===== config.mk =====
export PLATFORM = sky130hd
export DESIGN_NAME = rainbow_hsv_led_grid_core
export DESIGN_NICKNAME = d
export VERILOG_FILES = /design/src/rhl_pkg.sv /design/src/rhl_pixel_pipe.sv /design/src/rainbow_hsv_led_grid_core.sv
export SDC_FILE = /design/constraint.sdc
export NUM_CORES = 2
export LEC_CHECK = 0
export BUFFER_PORTS_ARGS = -buffer_cell sky130_fd_sc_hd__buf_2
export CELL_PAD_IN_SITES_DETAIL_PLACEMENT = 0
export CELL_PAD_IN_SITES_GLOBAL_PLACEMENT = 1
export CORE_ASPECT_RATIO = 1.4
export CORE_MARGIN = 5
export CORE_UTILIZATION = 50
export CTS_CLUSTER_SIZE = 24
export DETAILED_ROUTE_END_ITERATION = 16
export PLACE_DENSITY_LB_ADDON = 0.1
export SYNTH_ARGS = -nofsm -noshare
export SYNTH_HDL_FRONTEND = slang
export SYNTH_HIERARCHICAL = 1
export SYNTH_SLANG_ARGS = --single-unit
export TNS_END_PERCENT = 20

===== constraint.sdc =====
create_clock -name clk -period 11.3 [get_ports clk]
set_input_delay 1.695 -clock clk [delete_from_list [all_inputs] [get_ports clk]]
set_output_delay 1.695 -clock clk [all_outputs]
set_load 0.05 [all_outputs]

===== src/rhl_pkg.sv =====
// Package for the rainbow HSV LED grid core.
// Holds grid, colour and fixed-point constants, sector codes and the item types.
// No dependencies.
`default_nettype none

package rhl_pkg;

    localparam int GRID_SIZE   = 8;
    localparam int GRID_BITS   = 3;
    localparam int PIX_COUNT   = GRID_SIZE * GRID_SIZE;
    localparam int CNT_BITS    = 2 * GRID_BITS;
    localparam int CHANNEL_MAX = 63;
    localparam int CHAN_BITS   = 6;
    localparam int PHASE_BITS  = 16;
    localparam int BRIGHT_BITS = 7;
    localparam int SAT_BITS    = 17;
    localparam int H6_BITS     = PHASE_BITS + 3;
    localparam int FRAC_BITS   = 16;
    localparam int FACT_BITS   = 33;
    localparam int K_BITS      = 13;
    localparam int PROD_BITS   = K_BITS + FACT_BITS;
    localparam int Q_BITS      = PROD_BITS - 32;
    localparam int DIV_BITS    = 13;
    localparam int DIV_PROD    = Q_BITS + DIV_BITS;
    localparam int DIV_SHIFT   = 19;

    localparam logic [BRIGHT_BITS-1:0] BRIGHT_MAX = BRIGHT_BITS'(100);
    localparam logic [SAT_BITS-1:0]    Q16_ONE    = SAT_BITS'(65536);
    localparam logic [SAT_BITS-1:0]    SAT_RESET  = SAT_BITS'(52429);
    localparam logic [FACT_BITS-1:0]   ONE32      = FACT_BITS'(64'h1_0000_0000);
    localparam logic [K_BITS-1:0]      CHAN_MAX_K = K_BITS'(CHANNEL_MAX);
    localparam logic [DIV_BITS-1:0]    DIV100_MUL = DIV_BITS'(5243);
    localparam logic [CNT_BITS-1:0]    CNT_LAST   = CNT_BITS'(PIX_COUNT - 1);
    localparam logic [GRID_BITS-1:0]   GRID_LAST  = GRID_BITS'(GRID_SIZE - 1);

    localparam int                     ADDR_BITS  = 3;
    localparam logic                   REG_SAT    = 1'b0;

    localparam logic [2:0] SEC_0 = 3'd0;
    localparam logic [2:0] SEC_1 = 3'd1;
    localparam logic [2:0] SEC_2 = 3'd2;
    localparam logic [2:0] SEC_3 = 3'd3;
    localparam logic [2:0] SEC_4 = 3'd4;

    typedef struct packed {
        logic [GRID_BITS-1:0] x;
        logic [GRID_BITS-1:0] y;
        logic                 last;
    } rhl_tag_t;

    typedef struct packed {
        logic                   valid;
        rhl_tag_t               tag;
        logic [PHASE_BITS-1:0]  phase;
        logic [BRIGHT_BITS-1:0] bright;
    } rhl_req_t;

    typedef struct packed {
        logic                 valid;
        rhl_tag_t             tag;
        logic [CHAN_BITS-1:0] red;
        logic [CHAN_BITS-1:0] green;
        logic [CHAN_BITS-1:0] blue;
    } rhl_pix_t;

endpackage

`default_nettype wire


===== src/rhl_pixel_pipe.sv =====
// Four-stage pixel colour pipeline: hue split, saturation product,
// channel scaling and divide by one hundred. Depends on rhl_pkg.
`default_nettype none

module rhl_pixel_pipe (
    input  wire logic                           clk,
    input  wire logic                           rst_n,
    input  wire logic                           en,
    input  wire logic [rhl_pkg::SAT_BITS-1:0]   sat,
    input  wire rhl_pkg::rhl_req_t              req,
    output rhl_pkg::rhl_pix_t                   pix
);
    import rhl_pkg::*;

    logic v1_reg, v2_reg, v3_reg, v4_reg;

    rhl_tag_t               tag1_reg, tag2_reg, tag3_reg, tag4_reg;
    logic [2:0]             sec1_reg, sec2_reg;
    logic [FRAC_BITS-1:0]   f1_reg, f2_reg;
    logic [K_BITS-1:0]      k1_reg, k2_reg;
    logic [FACT_BITS-1:0]   p2_reg;
    logic [Q_BITS-1:0]      qr3_reg, qg3_reg, qb3_reg;
    logic [CHAN_BITS-1:0]   r4_reg, g4_reg, b4_reg;

    logic [PHASE_BITS-1:0]  hue;
    logic [H6_BITS-1:0]     h6;
    logic [K_BITS-1:0]      k_next;
    logic [SAT_BITS-1:0]    m;
    logic [2*SAT_BITS-1:0]  p_full;
    logic [FACT_BITS-1:0]   ones, fq, fr, fg, fb;
    logic [PROD_BITS-1:0]   nr, ng, nb;
    logic [DIV_PROD-1:0]    dr, dg, db;

    // stage 1: hue, sector and fraction
    always_comb
    begin
        hue    = req.phase + {req.tag.x + req.tag.y, {(PHASE_BITS-GRID_BITS){1'b0}}};
        h6     = ({3'b000, hue} << 2) + ({3'b000, hue} << 1);
        k_next = K_BITS'(req.bright) * CHAN_MAX_K;
    end

    // stage 2: saturation product
    always_comb
    begin
        m      = (sec1_reg == SEC_1) ? (Q16_ONE - {1'b0, f1_reg}) : {1'b0, f1_reg};
        p_full = (2*SAT_BITS)'(sat) * (2*SAT_BITS)'(m);
    end

    // stage 3: factor selection and scaling
    always_comb
    begin
        ones = {(Q16_ONE - sat), 16'h0000};
        fq   = {1'b0, f2_reg, 16'h0000};
        case (sec2_reg)
            SEC_0:
            begin
                fr = ONE32;        fg = ones;         fb = ONE32 - p2_reg;
            end
            SEC_1:
            begin
                fr = ONE32 - p2_reg; fg = ONE32;      fb = ones;
            end
            SEC_2:
            begin
                fr = ones;         fg = ONE32;        fb = fq;
            end
            SEC_3:
            begin
                fr = ONE32 - p2_reg; fg = ones;       fb = ONE32;
            end
            SEC_4:
            begin
                fr = ones;         fg = fq;           fb = ONE32;
            end
            default:
            begin
                fr = ONE32;        fg = p2_reg;       fb = ONE32;
            end
        endcase
        nr = PROD_BITS'(k2_reg) * PROD_BITS'(fr);
        ng = PROD_BITS'(k2_reg) * PROD_BITS'(fg);
        nb = PROD_BITS'(k2_reg) * PROD_BITS'(fb);
    end

    // stage 4: divide by one hundred
    always_comb
    begin
        dr = DIV_PROD'(qr3_reg) * DIV_PROD'(DIV100_MUL);
        dg = DIV_PROD'(qg3_reg) * DIV_PROD'(DIV100_MUL);
        db = DIV_PROD'(qb3_reg) * DIV_PROD'(DIV100_MUL);
    end

    always_ff @(posedge clk or negedge rst_n)
    begin
        if (!rst_n)
        begin
            v1_reg <= 1'b0;
            v2_reg <= 1'b0;
            v3_reg <= 1'b0;
            v4_reg <= 1'b0;
        end
        else if (en)
        begin
            v1_reg <= req.valid;
            v2_reg <= v1_reg;
            v3_reg <= v2_reg;
            v4_reg <= v3_reg;
        end
    end

    always_ff @(posedge clk)
    begin
        if (en)
        begin
            tag1_reg <= req.tag;
            sec1_reg <= h6[H6_BITS-1:PHASE_BITS];
            f1_reg   <= h6[PHASE_BITS-1:0];
            k1_reg   <= k_next;

            tag2_reg <= tag1_reg;
            sec2_reg <= sec1_reg;
            f2_reg   <= f1_reg;
            k2_reg   <= k1_reg;
            p2_reg   <= p_full[FACT_BITS-1:0];

            tag3_reg <= tag2_reg;
            qr3_reg  <= nr[PROD_BITS-1:32];
            qg3_reg  <= ng[PROD_BITS-1:32];
            qb3_reg  <= nb[PROD_BITS-1:32];

            tag4_reg <= tag3_reg;
            r4_reg   <= dr[DIV_SHIFT+CHAN_BITS-1:DIV_SHIFT];
            g4_reg   <= dg[DIV_SHIFT+CHAN_BITS-1:DIV_SHIFT];
            b4_reg   <= db[DIV_SHIFT+CHAN_BITS-1:DIV_SHIFT];
        end
    end

    assign pix.valid = v4_reg;
    assign pix.tag   = tag4_reg;
    assign pix.red   = r4_reg;
    assign pix.green = g4_reg;
    assign pix.blue  = b4_reg;

endmodule

`default_nettype wire


===== src/rainbow_hsv_led_grid_core.sv =====
// Rainbow HSV LED grid core: frame request sequencer, saturation register
// and APB port around the pixel pipeline. Depends on rhl_pkg, rhl_pixel_pipe.
//
// Usage:
//   An input item (phase, brightness) requests one frame. The core emits
//   64 pixel items, row by row, each with col_x, row_y and six-bit red,
//   green and blue levels; last_pixel marks the 64th.
//   Throughput: one pixel per cycle while out_stall does not freeze the
//   pipeline, paced by the pixel counter of the frame sequencer. The next
//   request is taken in the cycle the current frame's last pixel enters the
//   pipeline. A request is loaded into the sequencer at the edge that
//   accepts it; its pixels then pass four pipeline stages (hue split,
//   saturation product, channel scaling, divide by one hundred) before
//   out_valid rises for them.
//   out_stall against a waiting pixel freezes the whole pipeline and the
//   sequencer; nothing is dropped or repeated, and in_stall rises while a
//   frame is in progress.
//   Reset empties the pipeline and loads saturation with 52429 (about 0.8).
//   Write saturation over APB only while no frame is in flight.
`default_nettype none

module rainbow_hsv_led_grid_core (
    input  wire logic                              clk,
    input  wire logic                              rst_n,
    input  wire logic                              in_valid,
    output logic                                   in_stall,
    input  wire logic [rhl_pkg::PHASE_BITS-1:0]    phase,
    input  wire logic [rhl_pkg::BRIGHT_BITS-1:0]   brightness,
    output logic                                   out_valid,
    input  wire logic                              out_stall,
    output logic [rhl_pkg::GRID_BITS-1:0]          col_x,
    output logic [rhl_pkg::GRID_BITS-1:0]          row_y,
    output logic [rhl_pkg::CHAN_BITS-1:0]          red,
    output logic [rhl_pkg::CHAN_BITS-1:0]          green,
    output logic [rhl_pkg::CHAN_BITS-1:0]          blue,
    output logic                                   last_pixel,
    input  wire logic                              psel,
    input  wire logic                              penable,
    input  wire logic                              pwrite,
    input  wire logic [rhl_pkg::ADDR_BITS-1:0]     paddr,
    input  wire logic [31:0]                       pwdata,
    output logic [31:0]                            prdata,
    output logic                                   pready
);
    import rhl_pkg::*;

    logic                   busy_reg, busy_next;
    logic [CNT_BITS-1:0]    cnt_reg, cnt_next;
    logic [PHASE_BITS-1:0]  phase_reg;
    logic [BRIGHT_BITS-1:0] bright_reg;
    logic [SAT_BITS-1:0]    sat_reg;
    logic [SAT_BITS-1:0]    sat_clamped;
    logic                   en;
    logic                   in_take;
    logic                   frame_end;
    logic                   cfg_wr;
    rhl_req_t               req;
    rhl_pix_t               pix;

    assign en        = !(pix.valid && out_stall);
    assign frame_end = busy_reg && en && (cnt_reg == CNT_LAST);
    assign in_stall  = busy_reg && !frame_end;
    assign in_take   = in_valid && !in_stall;

    always_comb
    begin
        busy_next = busy_reg;
        cnt_next  = cnt_reg;
        if (busy_reg && en)
        begin
            cnt_next = cnt_reg + CNT_BITS'(1);
            if (cnt_reg == CNT_LAST)
            begin
                busy_next = 1'b0;
            end
        end
        if (in_take)
        begin
            busy_next = 1'b1;
            cnt_next  = '0;
        end
    end

    always_ff @(posedge clk or negedge rst_n)
    begin
        if (!rst_n)
        begin
            busy_reg <= 1'b0;
            cnt_reg  <= '0;
        end
        else
        begin
            busy_reg <= busy_next;
            cnt_reg  <= cnt_next;
        end
    end

    // hold the frame request, brightness clamped to one hundred
    always_ff @(posedge clk)
    begin
        if (in_take)
        begin
            phase_reg  <= phase;
            bright_reg <= (brightness > BRIGHT_MAX) ? BRIGHT_MAX : brightness;
        end
    end

    assign cfg_wr = psel && penable && pwrite && pready && (paddr[ADDR_BITS-1] == REG_SAT);

    always_ff @(posedge clk or negedge rst_n)
    begin
        if (!rst_n)
        begin
            sat_reg <= SAT_RESET;
        end
        else if (cfg_wr)
        begin
            sat_reg <= pwdata[SAT_BITS-1:0];
        end
    end

    assign pready      = 1'b1;
    assign prdata      = (paddr[ADDR_BITS-1] == REG_SAT) ? {{(32-SAT_BITS){1'b0}}, sat_reg}
                                                         : 32'h0000_0000;
    assign sat_clamped = (sat_reg > Q16_ONE) ? Q16_ONE : sat_reg;

    assign req.valid    = busy_reg;
    assign req.tag.x    = cnt_reg[GRID_BITS-1:0];
    assign req.tag.y    = cnt_reg[CNT_BITS-1:GRID_BITS];
    assign req.tag.last = (cnt_reg == CNT_LAST);
    assign req.phase    = phase_reg;
    assign req.bright   = bright_reg;

    rhl_pixel_pipe u_pipe (
        .clk   (clk),
        .rst_n (rst_n),
        .en    (en),
        .sat   (sat_clamped),
        .req   (req),
        .pix   (pix)
    );

    assign out_valid  = pix.valid;
    assign col_x      = pix.tag.x;
    assign row_y      = pix.tag.y;
    assign last_pixel = pix.tag.last;
    assign red        = pix.red;
    assign green      = pix.green;
    assign blue       = pix.blue;

    a_take_at_end: assert property (@(posedge clk) disable iff (!rst_n)
        (in_take && busy_reg) |-> (en && cnt_reg == CNT_LAST))
        else $error("request taken in the middle of a frame");

    a_last_corner: assert property (@(posedge clk) disable iff (!rst_n)
        (out_valid && last_pixel) |-> (col_x == GRID_LAST && row_y == GRID_LAST))
        else $error("last pixel away from the final cell");

    a_hold_on_stall: assert property (@(posedge clk) disable iff (!rst_n)
        (out_valid && out_stall && busy_reg) |=> $stable(cnt_reg))
        else $error("sequencer advanced while the output stalled");

    a_start_count: assert property (@(posedge clk) disable iff (!rst_n)
        in_take |=> (busy_reg && cnt_reg == '0))
        else $error("frame did not start at the first cell");

endmodule

`default_nettype wire


==> flow_metrics.py <==
metrics = {
    "synth": {
        "synthFlopType": "edfxtp_1",
        "ys_seq_area_frac": 0.104,
        "synth-edff-count": 205,
        "syn-mean-instance-area_um2": 9.32,
        "async_flop_share": 0.120,
        "syn_inst": 7086,
        "ys_warn_count": 6,
        "yosysUniqueCellTypes": 88,
        "synth_area_um2": 66000,
        "ys_seq_elements": 233,
    },
    "critical_path": {
        "crit_type": "flop to flop",
        "cp.required_ns": 11.64,
        "slowest_delay_ns": 0.93,
        "startpoint_type": "flop",
        "rr_worst_depth": 30,
        "critPathCaptureType": "flop",
        "path_max_fanout": 14,
        "r2r_slack_ns": 1.56,
        "reg2reg_from": "sat_reg[16]$_DFFE_PN0P_",
        "reg2reg_to": "u_pipe/qb3_reg[13]$_DFFE_PP_",
        "worst_path_max_delay_cell": "nor2_1",
        "crit_path_frequent_cell": "fa_1",
        "crit_arrival_ns": 10.08,
    },
    "detailed_routing": {
        "drtIter0Drc": 1909,
        "drtAntennaViolNets": 0,
        "vias_per_cell": 5.18,
        "drc": 0,
        "routedWlPerCell_um": 19.0,
        "vias": 45300,
        "drt-total-wl_um": 167000,
        "dr.pass1.iters": 5,
    },
    "cts": {
        "postCtsSetupRepairBufs": 0,
        "cts_buffers": 27,
        "clock-sinks": 233,
        "cts_resized": 0,
        "ctsHoldBuffers": 0,
        "path_clk_slew_ns": 0.06,
        "clock_latency_ns": 0.61,
        "clock_path_buffers": 3,
        "cts_root_buf": "clkbuf_16",
        "cts_tree": "yes",
        "h-tree-depth": 1,
    },
    "final_layout": {
        "finalNetCount": 9124,
        "largest_reg_flops": 32,
        "area_growth_pct": 4.69,
        "fillers": 12400,
        "drive_above_1_share": 0.0413,
    },
    "min_path": {
        "hold_end": "u_pipe/k2_reg[1]$_DFFE_PP_",
        "min_from": "u_pipe/k1_reg[1]$_DFFE_PP_",
        "holdPathStages": 0,
        "hold_class": "flop to flop",
    },
    "global_routing": {
        "grt_max_degree": 119,
        "grt_usage": 0.247,
        "grt_pass1_vias": 49900,
        "grt_antenna_before_repair": 1,
        "grt_remaining_overflow": 0,
        "grt_pass1_wl_um": 271000,
    },
    "placed_design": {
        "place.gp.congestion": 0.877,
        "hpwlAfterDp_um": 131000,
        "io_buffers": 91,
    },
    "timing": {
        "rsz0062_at_grt": "no",
        "max_freq_mhz": 103,
        "hold_viol_final": 0,
        "skew_ns": 0.0311,
        "setup_viol": 0,
        "period_share": 0.862,
        "min_period_ns": 9.74,
        "setup-tns-final_ns": 0,
        "tightest_slew_ns": 1.37,
        "max-slew-margin-rel": 0.0860,
        "drv_slew": 0,
    },
    "floorplan": {
        "die_x_um": 317,
        "initial_core_util": 0.504,
        "dieArea_um2": 140000,
        "die_h_um": 440,
        "core_um2": 131000,
        "row_count": 157,
        "ios": 125,
    },
    "flow_run": {
        "cap_viol_max_count": 0,
    },
    "outcome": {
        "outcome": "finished clean",
    },
}
-- synthesized netlist by cell type, types with 36 or more instances --
cell | number | area share
inv_1 | 1781 | 0.10
fa_1 | 1399 | 0.42
nand2_1 | 990 | 0.056
ha_1 | 687 | 0.13
and2_1 | 533 | 0.051
clkbuf_1 | 291 | 0.017
nor2_1 | 214 | 0.012
edfxtp_1 | 205 | 0.093
xnor2_1 | 116 | 0.015
a21oi_1 | 113 | 0.0086
xor2_1 | 66 | 0.0088
a21o_1 | 58 | 0.0066
nor2b_1 | 58 | 0.0055
o21ai_0 | 54 | 0.0041
and3_1 | 52 | 0.0049
nand3_1 | 36 | 0.0027
-- placed cells by master, fill, tap and decap left out, types with 27 or more instances in the layout --
cell type	netlist	final
buf_4	20	76
nor2_1	214	214
a21oi_1	113	113
nand3_1	36	36
edfxtp_1	205	205
xnor2_1	116	116
buf_2	8	91
and2_1	533	533
nor2b_1	58	55
inv_1	1781	1781
xor2_1	66	62
a21o_1	58	58
ha_1	687	687
and3_1	52	52
clkbuf_16	0	27
o21ai_0	54	48
nor3_1	35	35
nand2_1	990	990
fa_1	1399	1399
-- area by class of cell --
cell class	instances	area, um2	area share
inverters	1784	6700	0.0970
well taps	1749	2190	0.0317
clock inverters	21	203	0.00293
multi-input cells	4748	51200	0.741
clock buffers	29	683	0.00988
flip-flops and latches	233	6870	0.0994
repair buffers	179	1270	0.0183
diodes	2	5.00	0.0000724
-- worst max-delay path, delay by kind of cell, from the launching register on --
| kind | cells | cell delay [ns] |
|---|---|---|
| fa+ha+maj | 6 | 2.82 |
| flops | 1 | 0.64 |
| mux | 1 | 0.21 |
| buf+inv | 4 | 0.22 |
| compound gates | 7 | 1.72 |
| simple gates | 10 | 3.50 |
| xor+xnor | 2 | 0.37 |
-- routing by layer --
metal | track usage | part of all wire
met5 | 0 | 0
met4 | 0.0657 | 0.031
met3 | 0.0220 | 0.035
met2 | 0.464 | 0.53
met1 | 0.303 | 0.40
-- worst max path at each step --
stage / startpoint / end / slack (ns) / cells after the start
2_1_floorplan: u_pipe/p2_reg[9]$_DFFE_PP_ / u_pipe/qb3_reg[13]$_DFFE_PP_ / 3.02 / 31
3_3_place_gp: sat_reg[16]$_DFFE_PN0P_ / u_pipe/qr3_reg[8]$_DFFE_PP_ / 1.70 / 29
3_5_place_dp: sat_reg[16]$_DFFE_PN0P_ / u_pipe/qr3_reg[8]$_DFFE_PP_ / 1.58 / 29
4_1_cts: sat_reg[16]$_DFFE_PN0P_ / u_pipe/qb3_reg[13]$_DFFE_PP_ / 1.55 / 30
5_1_grt: sat_reg[16]$_DFFE_PN0P_ / u_pipe/qb3_reg[13]$_DFFE_PP_ / 0.75 / 30
6_report: sat_reg[16]$_DFFE_PN0P_ / u_pipe/qb3_reg[13]$_DFFE_PP_ / 1.56 / 30
-- through the flow --
step                      std cells   util  instance area (um2)  hold slack, ns  setup WS, ns
after CTS                      8743  0.527                69100           0.419          1.55
after global placement         8693  0.521                68200           0.401          1.70
after detailed placement       8693  0.521                68200           0.405          1.58
after global routing           8743  0.527                69100           0.426         0.754
final                          8745  0.527                69100           0.418          1.56
after floorplan                7100      -                66100           0.400          3.02
-- logic make-up after synthesis --
group | Yosys count | synth area share
compound gates | 380 | 0.0390
xor+xnor | 183 | 0.0244
fa+ha+maj | 2086 | 0.554
buf+inv | 2119 | 0.122
flops | 233 | 0.104
mux | 44 | 0.00711
other cells | 2 | 0.000114
simple gates | 2039 | 0.149
Power is left out: the tool's default activity adds up to more than one toggle a clock period on the data nets, which glitch-free logic cannot reach.
